$ cat src/rtl/pbl_pkg.sv
package pbl_pkg;

	// default geometry
	localparam int COORD_BITS_DEF = 24;
	localparam int COUNT_BITS_DEF = 16;

	// accumulated length, unsigned Q32.8
	localparam int LEN_BITS = 40;

	// configuration port
	localparam int CFG_ADDR_BITS = 3;
	localparam int CFG_DATA_BITS = 32;
	localparam logic CFG_IDX_CLOSED_PATH = 1'b0;

	// result status codes
	typedef enum logic [1:0] {
		STATUS_OK      = 2'd0,
		STATUS_TOO_FEW = 2'd1,
		STATUS_LEN_SAT = 2'd2
	} pbl_status_t;

	// controller states
	typedef enum logic [3:0] {
		ST_IDLE,
		ST_DIFF,
		ST_SQX,
		ST_SQY,
		ST_START,
		ST_ROOT,
		ST_ACC,
		ST_UPDATE,
		ST_EMIT
	} pbl_state_t;

	// controller to datapath
	typedef struct packed {
		logic load;
		logic seg_close;
		logic diff;
		logic sq_x;
		logic sq_y;
		logic root_start;
		logic acc;
		logic update;
		logic emit;
	} pbl_cmd_t;

	// datapath to controller
	typedef struct packed {
		logic first_pt;
		logic last_pt;
		logic root_busy;
		logic out_free;
	} pbl_stat_t;

endpackage

$ cat src/rtl/pbl_isqrt.sv
module pbl_isqrt #(
	parameter int RAD_BITS = 2 * pbl_pkg::COORD_BITS_DEF + 2
) (
	input  logic                  clk,
	input  logic                  arst_n,
	input  logic                  start,
	input  logic [RAD_BITS-1:0]   radicand,
	output logic                  busy,
	output logic [RAD_BITS/2-1:0] root
);
	import pbl_pkg::*;

	localparam int ROOT_BITS = RAD_BITS / 2;
	localparam int REM_BITS  = ROOT_BITS + 3;
	localparam int CNT_BITS  = (ROOT_BITS > 1) ? $clog2(ROOT_BITS) : 1;

	logic [RAD_BITS-1:0]  rad_q;
	logic [REM_BITS-1:0]  rem_q;
	logic [ROOT_BITS-1:0] root_q;
	logic [CNT_BITS-1:0]  cnt_q;
	logic                 busy_q;

	logic [REM_BITS-1:0]  rem_sh;
	logic [REM_BITS-1:0]  trial;
	logic                 take;

	// one root bit per cycle, restoring form
	always_comb begin
		rem_sh = {rem_q[REM_BITS-3:0], rad_q[RAD_BITS-1 -: 2]};
		trial  = REM_BITS'({root_q, 2'b01});
		take   = (rem_sh >= trial);
	end

	// iteration control
	always_ff @(posedge clk or negedge arst_n) begin
		if (!arst_n) begin
			busy_q <= 1'b0;
			cnt_q  <= '0;
		end else if (start) begin
			busy_q <= 1'b1;
			cnt_q  <= CNT_BITS'(ROOT_BITS - 1);
		end else if (busy_q) begin
			if (cnt_q == '0) begin
				busy_q <= 1'b0;
			end
			cnt_q <= cnt_q - 1'b1;
		end
	end

	// partial remainder and root
	always_ff @(posedge clk) begin
		if (start) begin
			rad_q  <= radicand;
			rem_q  <= '0;
			root_q <= '0;
		end else if (busy_q) begin
			rad_q  <= {rad_q[RAD_BITS-3:0], 2'b00};
			rem_q  <= take ? (rem_sh - trial) : rem_sh;
			root_q <= {root_q[ROOT_BITS-2:0], take};
		end
	end

	assign busy = busy_q;
	assign root = root_q;

endmodule

$ cat src/rtl/pbl_dp.sv
module pbl_dp #(
	parameter int COORD_BITS = pbl_pkg::COORD_BITS_DEF,
	parameter int COUNT_BITS = pbl_pkg::COUNT_BITS_DEF
) (
	input  logic                          clk,
	input  logic                          arst_n,
	input  pbl_pkg::pbl_cmd_t             cmd,
	output pbl_pkg::pbl_stat_t            stat,
	input  logic                          closed_path,
	input  logic signed [COORD_BITS-1:0]  x_coord,
	input  logic signed [COORD_BITS-1:0]  y_coord,
	input  logic                          last_point,
	input  logic                          out_ready,
	output logic                          out_valid,
	output logic signed [COORD_BITS-1:0]  min_x,
	output logic signed [COORD_BITS-1:0]  min_y,
	output logic signed [COORD_BITS-1:0]  max_x,
	output logic signed [COORD_BITS-1:0]  max_y,
	output logic [pbl_pkg::LEN_BITS-1:0]  path_length,
	output logic [COUNT_BITS-1:0]         vertex_total,
	output logic [1:0]                    status
);
	import pbl_pkg::*;

	localparam int RAD_BITS  = 2 * COORD_BITS + 2;
	localparam int ROOT_BITS = COORD_BITS + 1;

	// current item and path state
	logic signed [COORD_BITS-1:0] cur_x_q, cur_y_q;
	logic                         last_q;
	logic signed [COORD_BITS-1:0] first_x_q, first_y_q, prev_x_q, prev_y_q;
	logic signed [COORD_BITS-1:0] low_x_q, low_y_q, high_x_q, high_y_q;
	logic [LEN_BITS-1:0]          len_q;
	logic [COUNT_BITS-1:0]        count_q;
	logic                         sat_q;

	// segment arithmetic
	logic signed [COORD_BITS-1:0] end_x, end_y;
	logic signed [COORD_BITS:0]   dx, dy;
	logic [COORD_BITS-1:0]        mag_x_q, mag_y_q;
	logic [COORD_BITS-1:0]        mul_in;
	logic [2*COORD_BITS-1:0]      sq_x_q, sq_y_q;
	logic [RAD_BITS-1:0]          radicand;
	logic                         root_busy;
	logic [ROOT_BITS-1:0]         root;
	logic [LEN_BITS:0]            len_sum;

	// output register
	logic                         out_valid_q;
	logic signed [COORD_BITS-1:0] min_x_q, min_y_q, max_x_q, max_y_q;
	logic [LEN_BITS-1:0]          path_length_q;
	logic [COUNT_BITS-1:0]        vertex_total_q;
	pbl_status_t                  status_q;
	pbl_status_t                  status_nxt;
	logic                         too_few;

	// item capture
	always_ff @(posedge clk) begin
		if (cmd.load) begin
			cur_x_q <= x_coord;
			cur_y_q <= y_coord;
			last_q  <= last_point;
		end
	end

	// segment end point: current vertex, or first vertex for the closing edge
	always_comb begin
		end_x = cmd.seg_close ? first_x_q : cur_x_q;
		end_y = cmd.seg_close ? first_y_q : cur_y_q;
		dx    = (COORD_BITS+1)'(end_x) - (COORD_BITS+1)'(prev_x_q);
		dy    = (COORD_BITS+1)'(end_y) - (COORD_BITS+1)'(prev_y_q);
	end

	// absolute differences
	always_ff @(posedge clk) begin
		if (cmd.diff) begin
			mag_x_q <= dx[COORD_BITS] ? COORD_BITS'(-dx) : COORD_BITS'(dx);
			mag_y_q <= dy[COORD_BITS] ? COORD_BITS'(-dy) : COORD_BITS'(dy);
		end
	end

	// one shared squarer, x magnitude then y magnitude
	assign mul_in = cmd.sq_y ? mag_y_q : mag_x_q;

	always_ff @(posedge clk) begin
		if (cmd.sq_x) begin
			sq_x_q <= mul_in * mul_in;
		end
		if (cmd.sq_y) begin
			sq_y_q <= mul_in * mul_in;
		end
	end

	assign radicand = RAD_BITS'(sq_x_q) + RAD_BITS'(sq_y_q);

	pbl_isqrt #(
		.RAD_BITS (RAD_BITS)
	) u_isqrt (
		.clk      (clk),
		.arst_n   (arst_n),
		.start    (cmd.root_start),
		.radicand (radicand),
		.busy     (root_busy),
		.root     (root)
	);

	assign len_sum = (LEN_BITS+1)'(len_q) + (LEN_BITS+1)'(root);

	// length accumulator, count and bounds
	always_ff @(posedge clk or negedge arst_n) begin
		if (!arst_n) begin
			len_q   <= '0;
			count_q <= '0;
			sat_q   <= 1'b0;
		end else if (cmd.emit) begin
			len_q   <= '0;
			count_q <= '0;
			sat_q   <= 1'b0;
		end else begin
			if (cmd.acc) begin
				if (len_sum[LEN_BITS]) begin
					len_q <= '1;
					sat_q <= 1'b1;
				end else begin
					len_q <= len_sum[LEN_BITS-1:0];
				end
			end
			if (cmd.update && (count_q != '1)) begin
				count_q <= count_q + 1'b1;
			end
		end
	end

	always_ff @(posedge clk or negedge arst_n) begin
		if (!arst_n) begin
			first_x_q <= '0;
			first_y_q <= '0;
			prev_x_q  <= '0;
			prev_y_q  <= '0;
			low_x_q   <= '0;
			low_y_q   <= '0;
			high_x_q  <= '0;
			high_y_q  <= '0;
		end else if (cmd.update) begin
			prev_x_q <= cur_x_q;
			prev_y_q <= cur_y_q;
			if (count_q == '0) begin
				first_x_q <= cur_x_q;
				first_y_q <= cur_y_q;
				low_x_q   <= cur_x_q;
				low_y_q   <= cur_y_q;
				high_x_q  <= cur_x_q;
				high_y_q  <= cur_y_q;
			end else begin
				if (cur_x_q < low_x_q)  low_x_q  <= cur_x_q;
				if (cur_x_q > high_x_q) high_x_q <= cur_x_q;
				if (cur_y_q < low_y_q)  low_y_q  <= cur_y_q;
				if (cur_y_q > high_y_q) high_y_q <= cur_y_q;
			end
		end
	end

	// result status, too few points wins over saturation
	always_comb begin
		too_few = closed_path ? (count_q < COUNT_BITS'(3)) : (count_q < COUNT_BITS'(2));
		if (too_few) begin
			status_nxt = STATUS_TOO_FEW;
		end else if (sat_q) begin
			status_nxt = STATUS_LEN_SAT;
		end else begin
			status_nxt = STATUS_OK;
		end
	end

	// output beat register
	always_ff @(posedge clk or negedge arst_n) begin
		if (!arst_n) begin
			out_valid_q <= 1'b0;
		end else if (cmd.emit) begin
			out_valid_q <= 1'b1;
		end else if (out_ready) begin
			out_valid_q <= 1'b0;
		end
	end

	always_ff @(posedge clk) begin
		if (cmd.emit) begin
			min_x_q        <= low_x_q;
			min_y_q        <= low_y_q;
			max_x_q        <= high_x_q;
			max_y_q        <= high_y_q;
			path_length_q  <= len_q;
			vertex_total_q <= count_q;
			status_q       <= status_nxt;
		end
	end

	// status to controller
	always_comb begin
		stat.first_pt  = (count_q == '0);
		stat.last_pt   = last_q;
		stat.root_busy = root_busy;
		stat.out_free  = !out_valid_q || out_ready;
	end

	assign out_valid    = out_valid_q;
	assign min_x        = min_x_q;
	assign min_y        = min_y_q;
	assign max_x        = max_x_q;
	assign max_y        = max_y_q;
	assign path_length  = path_length_q;
	assign vertex_total = vertex_total_q;
	assign status       = status_q;

endmodule

$ cat src/rtl/pbl_ctrl.sv
module pbl_ctrl (
	input  logic               clk,
	input  logic               arst_n,
	input  logic               in_valid,
	output logic               in_ready,
	input  logic               closed_path,
	input  pbl_pkg::pbl_stat_t stat,
	output pbl_pkg::pbl_cmd_t  cmd
);
	import pbl_pkg::*;

	pbl_state_t state_q, state_nxt;
	logic       closing_q;
	logic       accept;

	assign accept = (state_q == ST_IDLE) && in_valid;

	// state register and closing-edge flag
	always_ff @(posedge clk or negedge arst_n) begin
		if (!arst_n) begin
			state_q   <= ST_IDLE;
			closing_q <= 1'b0;
		end else begin
			state_q <= state_nxt;
			if (accept) begin
				closing_q <= 1'b0;
			end else if ((state_q == ST_UPDATE) && stat.last_pt && closed_path) begin
				closing_q <= 1'b1;
			end
		end
	end

	// next state
	always_comb begin
		state_nxt = state_q;
		unique case (state_q)
			ST_IDLE: begin
				if (in_valid) begin
					state_nxt = stat.first_pt ? ST_UPDATE : ST_DIFF;
				end
			end
			ST_DIFF:  state_nxt = ST_SQX;
			ST_SQX:   state_nxt = ST_SQY;
			ST_SQY:   state_nxt = ST_START;
			ST_START: state_nxt = ST_ROOT;
			ST_ROOT: begin
				if (!stat.root_busy) begin
					state_nxt = ST_ACC;
				end
			end
			ST_ACC: state_nxt = closing_q ? ST_EMIT : ST_UPDATE;
			ST_UPDATE: begin
				if (!stat.last_pt) begin
					state_nxt = ST_IDLE;
				end else if (closed_path) begin
					state_nxt = ST_DIFF;
				end else begin
					state_nxt = ST_EMIT;
				end
			end
			ST_EMIT: begin
				if (stat.out_free) begin
					state_nxt = ST_IDLE;
				end
			end
			default: state_nxt = ST_IDLE;
		endcase
	end

	// commands
	always_comb begin
		cmd           = '0;
		in_ready      = 1'b0;
		cmd.seg_close = closing_q;
		unique case (state_q)
			ST_IDLE: begin
				in_ready = 1'b1;
				cmd.load = in_valid;
			end
			ST_DIFF:   cmd.diff       = 1'b1;
			ST_SQX:    cmd.sq_x       = 1'b1;
			ST_SQY:    cmd.sq_y       = 1'b1;
			ST_START:  cmd.root_start = 1'b1;
			ST_ROOT:   cmd.acc        = 1'b0;
			ST_ACC:    cmd.acc        = 1'b1;
			ST_UPDATE: cmd.update     = 1'b1;
			ST_EMIT:   cmd.emit       = stat.out_free;
			default:   cmd.load       = 1'b0;
		endcase
	end

endmodule

$ cat src/rtl/path_bounds_and_length.sv
// Bounding box and length of a path of signed Q15.8 vertices.
// Input channel s_axis: one vertex per beat, x and y in tdata, tlast marks
// the final vertex. Output channel m_axis: one result beat per path with the
// box, the summed segment length, the vertex count and, in tuser, a status
// (ok, too few points, length saturated). Segment lengths are the truncated
// square root of dx*dx + dy*dy.
// APB register 0 bit 0 selects a closed polygon (reset 1) that also adds the
// edge from the last vertex back to the first; it is sampled at the final
// vertex. Write it only while the block is idle.
// Sequence: the first vertex of a path only sets the start point and the box.
// Every later vertex runs the difference, the squares of x and y and the
// restoring square root that resolves one root bit per cycle over
// COORD_BITS + 1 steps, then accumulates; no new vertex is taken before that.
// A closed path's final vertex runs these steps again for the closing edge;
// the result beat is registered in the emit state once the output is free.
// Reset clears the path state and the output valid flag. When the receiver
// stalls, a result waits in the output register; the block keeps taking
// vertices and only holds at the end of the next path until that beat is taken.
module path_bounds_and_length #(
	parameter int COORD_BITS = pbl_pkg::COORD_BITS_DEF,
	parameter int COUNT_BITS = pbl_pkg::COUNT_BITS_DEF
) (
	input  logic                                           clk,
	input  logic                                           arst_n,
	// slave stream
	input  logic                                           s_axis_tvalid,
	output logic                                           s_axis_tready,
	// x_coord, y_coord
	input  logic [((2*COORD_BITS+7)/8)*8-1:0]              s_axis_tdata,
	input  logic                                           s_axis_tlast,
	// master stream
	output logic                                           m_axis_tvalid,
	input  logic                                           m_axis_tready,
	// min_x, min_y, max_x, max_y, path_length, vertex_total
	output logic [((4*COORD_BITS+pbl_pkg::LEN_BITS+COUNT_BITS+7)/8)*8-1:0] m_axis_tdata,
	// status
	output logic [1:0]                                     m_axis_tuser,
	// configuration
	input  logic                                           psel,
	input  logic                                           penable,
	input  logic                                           pwrite,
	input  logic [pbl_pkg::CFG_ADDR_BITS-1:0]              paddr,
	input  logic [pbl_pkg::CFG_DATA_BITS-1:0]              pwdata,
	output logic [pbl_pkg::CFG_DATA_BITS-1:0]              prdata,
	output logic                                           pready
);
	import pbl_pkg::*;

	localparam int OUT_RAW = 4 * COORD_BITS + LEN_BITS + COUNT_BITS;
	localparam int OUT_W   = ((OUT_RAW + 7) / 8) * 8;

	logic                         closed_path_q;
	pbl_cmd_t                     cmd;
	pbl_stat_t                    stat;
	logic signed [COORD_BITS-1:0] min_x, min_y, max_x, max_y;
	logic [LEN_BITS-1:0]          path_length;
	logic [COUNT_BITS-1:0]        vertex_total;
	logic [1:0]                   status;

	// configuration register
	always_ff @(posedge clk or negedge arst_n) begin
		if (!arst_n) begin
			closed_path_q <= 1'b1;
		end else if (psel && penable && pwrite && pready &&
			     (paddr[2] == CFG_IDX_CLOSED_PATH)) begin
			closed_path_q <= pwdata[0];
		end
	end

	assign pready = 1'b1;
	assign prdata = (paddr[2] == CFG_IDX_CLOSED_PATH) ?
			CFG_DATA_BITS'(closed_path_q) : '0;

	pbl_ctrl u_ctrl (
		.clk         (clk),
		.arst_n      (arst_n),
		.in_valid    (s_axis_tvalid),
		.in_ready    (s_axis_tready),
		.closed_path (closed_path_q),
		.stat        (stat),
		.cmd         (cmd)
	);

	pbl_dp #(
		.COORD_BITS (COORD_BITS),
		.COUNT_BITS (COUNT_BITS)
	) u_dp (
		.clk          (clk),
		.arst_n       (arst_n),
		.cmd          (cmd),
		.stat         (stat),
		.closed_path  (closed_path_q),
		.x_coord      (s_axis_tdata[COORD_BITS-1:0]),
		.y_coord      (s_axis_tdata[2*COORD_BITS-1:COORD_BITS]),
		.last_point   (s_axis_tlast),
		.out_ready    (m_axis_tready),
		.out_valid    (m_axis_tvalid),
		.min_x        (min_x),
		.min_y        (min_y),
		.max_x        (max_x),
		.max_y        (max_y),
		.path_length  (path_length),
		.vertex_total (vertex_total),
		.status       (status)
	);

	// pack the result beat, first field lowest
	assign m_axis_tdata = OUT_W'({vertex_total, path_length, max_y, max_x, min_y, min_x});
	assign m_axis_tuser = status;

endmodule

$ cat config.mk
export PLATFORM = sky130hd
export DESIGN_NAME = path_bounds_and_length
export DESIGN_NICKNAME = d
export VERILOG_FILES = /design/src/rtl/pbl_pkg.sv /design/src/rtl/pbl_isqrt.sv /design/src/rtl/pbl_dp.sv /design/src/rtl/pbl_ctrl.sv /design/src/rtl/path_bounds_and_length.sv
export SDC_FILE = /design/constraint.sdc
export NUM_CORES = 2
export LEC_CHECK = 0
export ABC_AREA = 1
export BUFFER_PORTS_ARGS = -buffer_cell sky130_fd_sc_hd__buf_2
export CORE_ASPECT_RATIO = 1.4
export CORE_MARGIN = 2
export CORE_UTILIZATION = 38
export CTS_CLUSTER_DIAMETER = 150
export DETAILED_ROUTE_END_ITERATION = 7
export GPL_TIMING_DRIVEN = 1
export REMOVE_ABC_BUFFERS = 1
export SLEW_MARGIN = 20
export SYNTH_ARGS = -nofsm -noshare
export SYNTH_HDL_FRONTEND = slang
export SYNTH_SLANG_ARGS = --single-unit
$ cat constraint.sdc
create_clock -name clk -period 8 [get_ports clk]
set_clock_uncertainty 0.1 [all_clocks]
set_input_delay 0.8 -clock clk [delete_from_list [all_inputs] [get_ports clk]]
set_output_delay 0.8 -clock clk [all_outputs]
set_load 0.03 [all_outputs]
* After elaboration in Yosys (flattened, before gate mapping)
Index checks and enable logic that the tools add are counted.
** Cells by class
- Add/subtract/negate cells :: 9
- Multipliers :: 1
- $lt $le $gt $ge :: 7
- Eq/ne operators :: 12
- Mux-type cells :: 53
- Bitwise logic cells :: 1
- Reductions and logical operators :: 29
** Operator list (number)
- $mux W24 :: 13
- $mux W40 :: 3
- $mux W50 :: 2
- $sub A24 B24 Y25 :: 2
- $add A48 B48 Y49 :: 1
- $gt A24 B24 Y1 :: 2
- $lt A24 B24 Y1 :: 2
- $mul A24 B24 Y48 :: 1
- $neg A24 Y24 :: 2
- $add A40 B25 Y41 :: 1
- $pmux W4 S9 :: 1
- $lt A16 B2 Y1 const B :: 2
- $mux W16 :: 2
- $ge A28 B27 Y1 :: 1
- $mux W26 :: 1
- $sub A26 B26 Y26 :: 1
- $mux W4 :: 6
- $mux W1 :: 21
- $reduce_bool A2 Y1 :: 10
- $add A16 B1 Y16 const B :: 1
- $eq A4 B3 Y1 const B :: 4
- $logic_not A16 Y1 :: 1
- $ne A16 B16 Y1 const B :: 1
- $reduce_and A2 Y1 :: 6
- 16 further kinds :: 25
** Word-level totals
- Register bits after elaboration :: 710
- Input bits :: 91
- Logic and storage cells :: 146

* Logic depth before layout (Yosys ltp)
- Depth after elaboration :: 5
- Gate-level depth with buffers :: 38
- Depth with buffers taken out :: 35

* Hierarchy
A second synthesis with hierarchy kept.
** Second synthesis, totals
- Cells, all modules :: 6954
- Area, all modules :: 57004.7 sq um
** By module, submodules not included
- pbl_dp :: instances 1, cells each 5929, area each 49901.6 sq um
- pbl_isqrt :: instances 1, cells each 906, area each 6343.6 sq um
- pbl_ctrl :: instances 1, cells each 74, area each 444.2 sq um
- path_bounds_and_length :: instances 1, cells each 45, area each 315.3 sq um

* Worst setup path before layout
No wires, ideal clock.
- Kind :: reg-to-reg
- From :: register u_ctrl.state_q[2]
- To :: register u_dp.sq_x_q[36] (data pin)
- Data arrival time :: 7.587 ns
- Data required time :: 7.636 ns
- Setup slack :: 0.049 ns
- Stages on the path, launching flop included :: 35
- Path buffers :: 3
- Cells stage by stage :: dfrtp_1 nor2_1 inv_1 nor2_4 inv_2 buf_4 buf_2 o21ai_4 inv_2 buf_2 nor2_1 inv_1 fa_1 inv_1 fa_1 fa_1 inv_1 fa_1 inv_1 fa_1 fa_1 inv_1 fa_1 inv_1 ha_1 nand2_1 nor2_1 inv_1 nor2_1 inv_1 o21ai_0 a21oi_1 nor2_1 nor2_1 xnor2_1
** Between the ends
- Longest elaborated chain between the ends :: 4
** RTL lines
- from (decl) :: RTL line pbl_ctrl.sv:12 : pbl_state_t state_q, state_nxt;
- from (signal assigned) :: RTL line pbl_ctrl.sv:24 : state_q <= state_nxt;
- $eq A4 B2 Y1 :: RTL line pbl_ctrl.sv:75 : unique case (state_q)
- $mux W1 :: RTL line pbl_ctrl.sv:75
- $mux W24 :: RTL line pbl_dp.sv:83 : assign mul_in = cmd.sq_y ? mag_y_q : mag_x_q;
- $mul A24 B24 Y48 :: RTL line pbl_dp.sv:87 : sq_x_q <= mul_in * mul_in;
- to (signal assigned) :: RTL line pbl_dp.sv:87
- to (decl) :: RTL line pbl_dp.sv:42 : logic [2*COORD_BITS-1:0] sq_x_q, sq_y_q;
No other way between the ends.
A chain may end at the register's enable or synchronous reset.

* Worst setup path in the final report
- From :: register u_ctrl.state_q[2]
- To :: register u_dp.sq_x_q[47] (data pin)
The elaborated chain is that of the path after synthesis.

==> impl_metrics.toml <==
[min_path]
worstHoldPathType = "in -> reg"

[critical_path]
crit_slowest_cell = "fa_1"
critical_path_arrival_ps = 8020
worstSetupPathType = "reg -> reg"
start_kind = "flop"
max_stage_delay_ps = 560
cp_common_cell = "inv_1"
required_ps = 8330
path_max_fanout = 34
cp-end-kind = "flop"

[synth]
ys_seq_area_frac = 0.3474
synth_area_um2 = 55950
ys.flop_type = "edfxtp_1"
synth-seq-cells = 708
post_synth.cell_area_avg_um2 = 8.477
synth_edf_count = 395
yosys_warnings = 0
async_reset_ff_frac = 0.3701
ys_types = 57
synth_cells = 6601

[clock_tree]
root_buffer = "clkbuf_16"
cts_tree = "built"
clk-insertion-delay-late_ps = 690
numCtsBuffers = 76
h-tree-depth = 3
clock_path_buffers = 3
clkTransAtPathRegs_ps = 60
cts_sinks = 708

[placed_design]
dp_hpwl_um = 120700
routabilityCongestion = 0.9439
placed_cells = 8775
port_buffers = 214

[grt]
grt_start_max_net_pins = 127
antenna_found_initial = 6
first_global_vias = 45680
track_usage = 0.2018
grt_pass1_wl_um = 240800
grt_overflow = 0

[die]
die_area_um2 = 150400
row_count = 166
design.core.area_um2 = 146200
dieHeight_um = 458.0
initial_core_util = 0.3827
io_pins = 280
fp.dieW_um = 328.3

[cells_and_area]
fillerInstances = 14580
nets = 7867
fin_cells = 8920
drive_gt1_frac = 0.09535
area_growth_pct = 12.58

[drt]
post_drt_via_cell_ratio = 4.941
vias = 44080
drt_iter0_markers = 2311
wl_per_cell_um = 16.85
drc = 0
routed_wl_um = 150300
antenna_left = 0
first_pass_iters = 7

[status]
status = "finished, final reports clean"

[sta]
whs_ps = 195.4
fmax_mhz = 129.9
slew_violations = 0
setup-violations-final = 0
timing.final.crit_period_ps = 7699
finalHoldViolCount = 0
final.setup.tns_ps = 0
period_share = 0.9623
slew_headroom = 0.3020
grt_setup_unrepaired = "yes"
tightest_slew_ps = 1044

[flow_run]
max-cap-violations = 0
routing by layer:
| metal | up-vias | part of all wire | GRT usage |
|---|---|---|---|
| li1 | 21570 | - | - |
| met1 | 21200 | 0.40 | 0.2330 |
| met2 | 981 | 0.53 | 0.3744 |
| met3 | 325 | 0.039 | 0.02308 |
| met4 | 0 | 0.041 | 0.08282 |
| met5 | - | 0 | 0 |
flip-flops by register name (all words and copies together), names as in the netlist, 25 cells and up:
name                count
u_dp.sq_x_q            47
u_dp.u_isqrt.root      25
u_dp.u_isqrt.rem_q     26
u_dp.sq_y_q            47
u_dp.len_q             40
u_dp.path_length       40
u_dp.u_isqrt.rad_q     50
worst paths after layout:
path | start | end | slack [ps] | cells past startpoint
worst max-delay path | u_ctrl.state_q[2] | u_dp.sq_x_q[47] | 300 | 33
worst max register to register | u_ctrl.state_q[2] | u_dp.sq_x_q[47] | 300 | 33
max in group asynchronous | arst_n | u_dp.prev_x_q[23] | 5910 | 3
worst min-delay path | s_axis_tdata[40] | u_dp.cur_y_q[16] | 200 | 1
min in group asynchronous | arst_n | u_dp.low_y_q[18] | 540 | 2
worst min register to register | u_dp.high_y_q[18] | u_dp.max_y[18] | 350 | 0
critical path: cells and delay by family, from the launching register on:
| family | cells | cell delay [ps] |
|---|---|---|
| AO/OA/AOI/OAI | 1 | 200 |
| XOR/XNOR | 1 | 100 |
| adder cells (fa/ha/maj) | 8 | 3930 |
| buffers and inverters | 12 | 1050 |
| flip-flops | 1 | 390 |
| AND/OR/NAND/NOR | 11 | 1670 |
logic make-up after synthesis:
family | count (synthesis) | share of synthesized area
simple gates | 2478 | 0.1831
compound gates | 927 | 0.09405
xor+xnor | 140 | 0.02238
other cells | 2 | 0.0001342
flops | 708 | 0.3474
buf+inv | 1495 | 0.1041
fa+ha+maj | 851 | 0.2488
timing repair:
action / in CTS / in global routing
setup buffers: 0 / 1
hold buffers: 1 / 0
setup endpoints to repair: 0 / 30
endpoints found under the hold margin: 28 / 0
gates resized for setup: 0 / 42
synth_stat cells, types with 3 or more instances:
library cell | count | area (um^2)
o21bai_1 | 41 | 307.8
buf_6 | 3 | 33.78
dfxtp_1 | 51 | 1021
fa_1 | 436 | 8728
and3_1 | 4 | 25.02
nor2_4 | 7 | 78.83
inv_2 | 22 | 82.58
a22oi_1 | 24 | 180.2
xnor2_1 | 52 | 455.4
inv_1 | 1299 | 4876
o21a_1 | 10 | 75.07
nor2_1 | 542 | 2034
nor4_1 | 16 | 100.1
nand2_2 | 29 | 181.4
dfrtp_1 | 261 | 6531
edfxtp_1 | 395 | 11860
and2_1 | 3 | 18.77
o21ai_1 | 12 | 60.06
a21boi_0 | 13 | 97.59
nand3_2 | 4 | 40.04
o21ai_2 | 13 | 113.9
nor3_1 | 66 | 330.3
o221ai_1 | 5 | 43.79
nand2_1 | 1406 | 5278
o211ai_1 | 36 | 270.3
nor2_2 | 11 | 68.82
a21o_1 | 25 | 187.7
ha_1 | 415 | 5192
o21ai_4 | 6 | 97.59
a31oi_1 | 53 | 331.6
clkinv_1 | 3 | 11.26
or2_2 | 19 | 118.9
xor2_1 | 86 | 753.2
nand3_1 | 308 | 1541
nand3b_1 | 17 | 127.6
a211oi_1 | 7 | 52.55
o21ai_0 | 366 | 1832
buf_2 | 48 | 240.2
nand4_1 | 41 | 256.5
clkbuf_1 | 84 | 315.3
a21oi_1 | 307 | 1536
buf_4 | 35 | 262.8
layout make-up:
class | count | area (um^2) | share of cell area
Multi-Input combinational cell | 4428 | 30990 | 0.4919
Sequential cell | 708 | 19440 | 0.3086
Inverter | 1324 | 4981 | 0.07907
Timing Repair Buffer | 387 | 2517 | 0.03996
Tap cell | 1932 | 2417 | 0.03837
Clock buffer | 98 | 2118 | 0.03363
Clock inverter | 40 | 524.3 | 0.008322
Antenna cell | 3 | 7.507 | 0.0001192
cell usage in the layout (no fill, tap or decap), types with 41 or more instances in the layout:
master / count
a31oi_1: 52
buf_2: 213
xnor2_1: 52
ha_1: 415
nor2_1: 525
clkbuf_16: 79
fa_1: 436
nand4_1: 41
o21ai_0: 363
edfxtp_1: 395
a21oi_1: 303
nor3_1: 62
nand2_1: 1406
inv_1: 1294
o21bai_1: 41
dfxtp_1: 51
buf_4: 161
dfrtp_1: 260
nand3_1: 305
xor2_1: 85
stage by stage:
step                setup WS [ps]    util  cell area [um^2]
floorplan                  -717.5       -             55210
global placement            187.2  0.4113             60140
detailed placement          91.48  0.4113             60140
CTS                         120.2  0.4294             62790
global route               -38.02  0.4308             62990
finish                      301.5  0.4308             62990
Power is not shown: default switching activity piles up to over one toggle a cycle in this logic, so the estimate is an artifact.
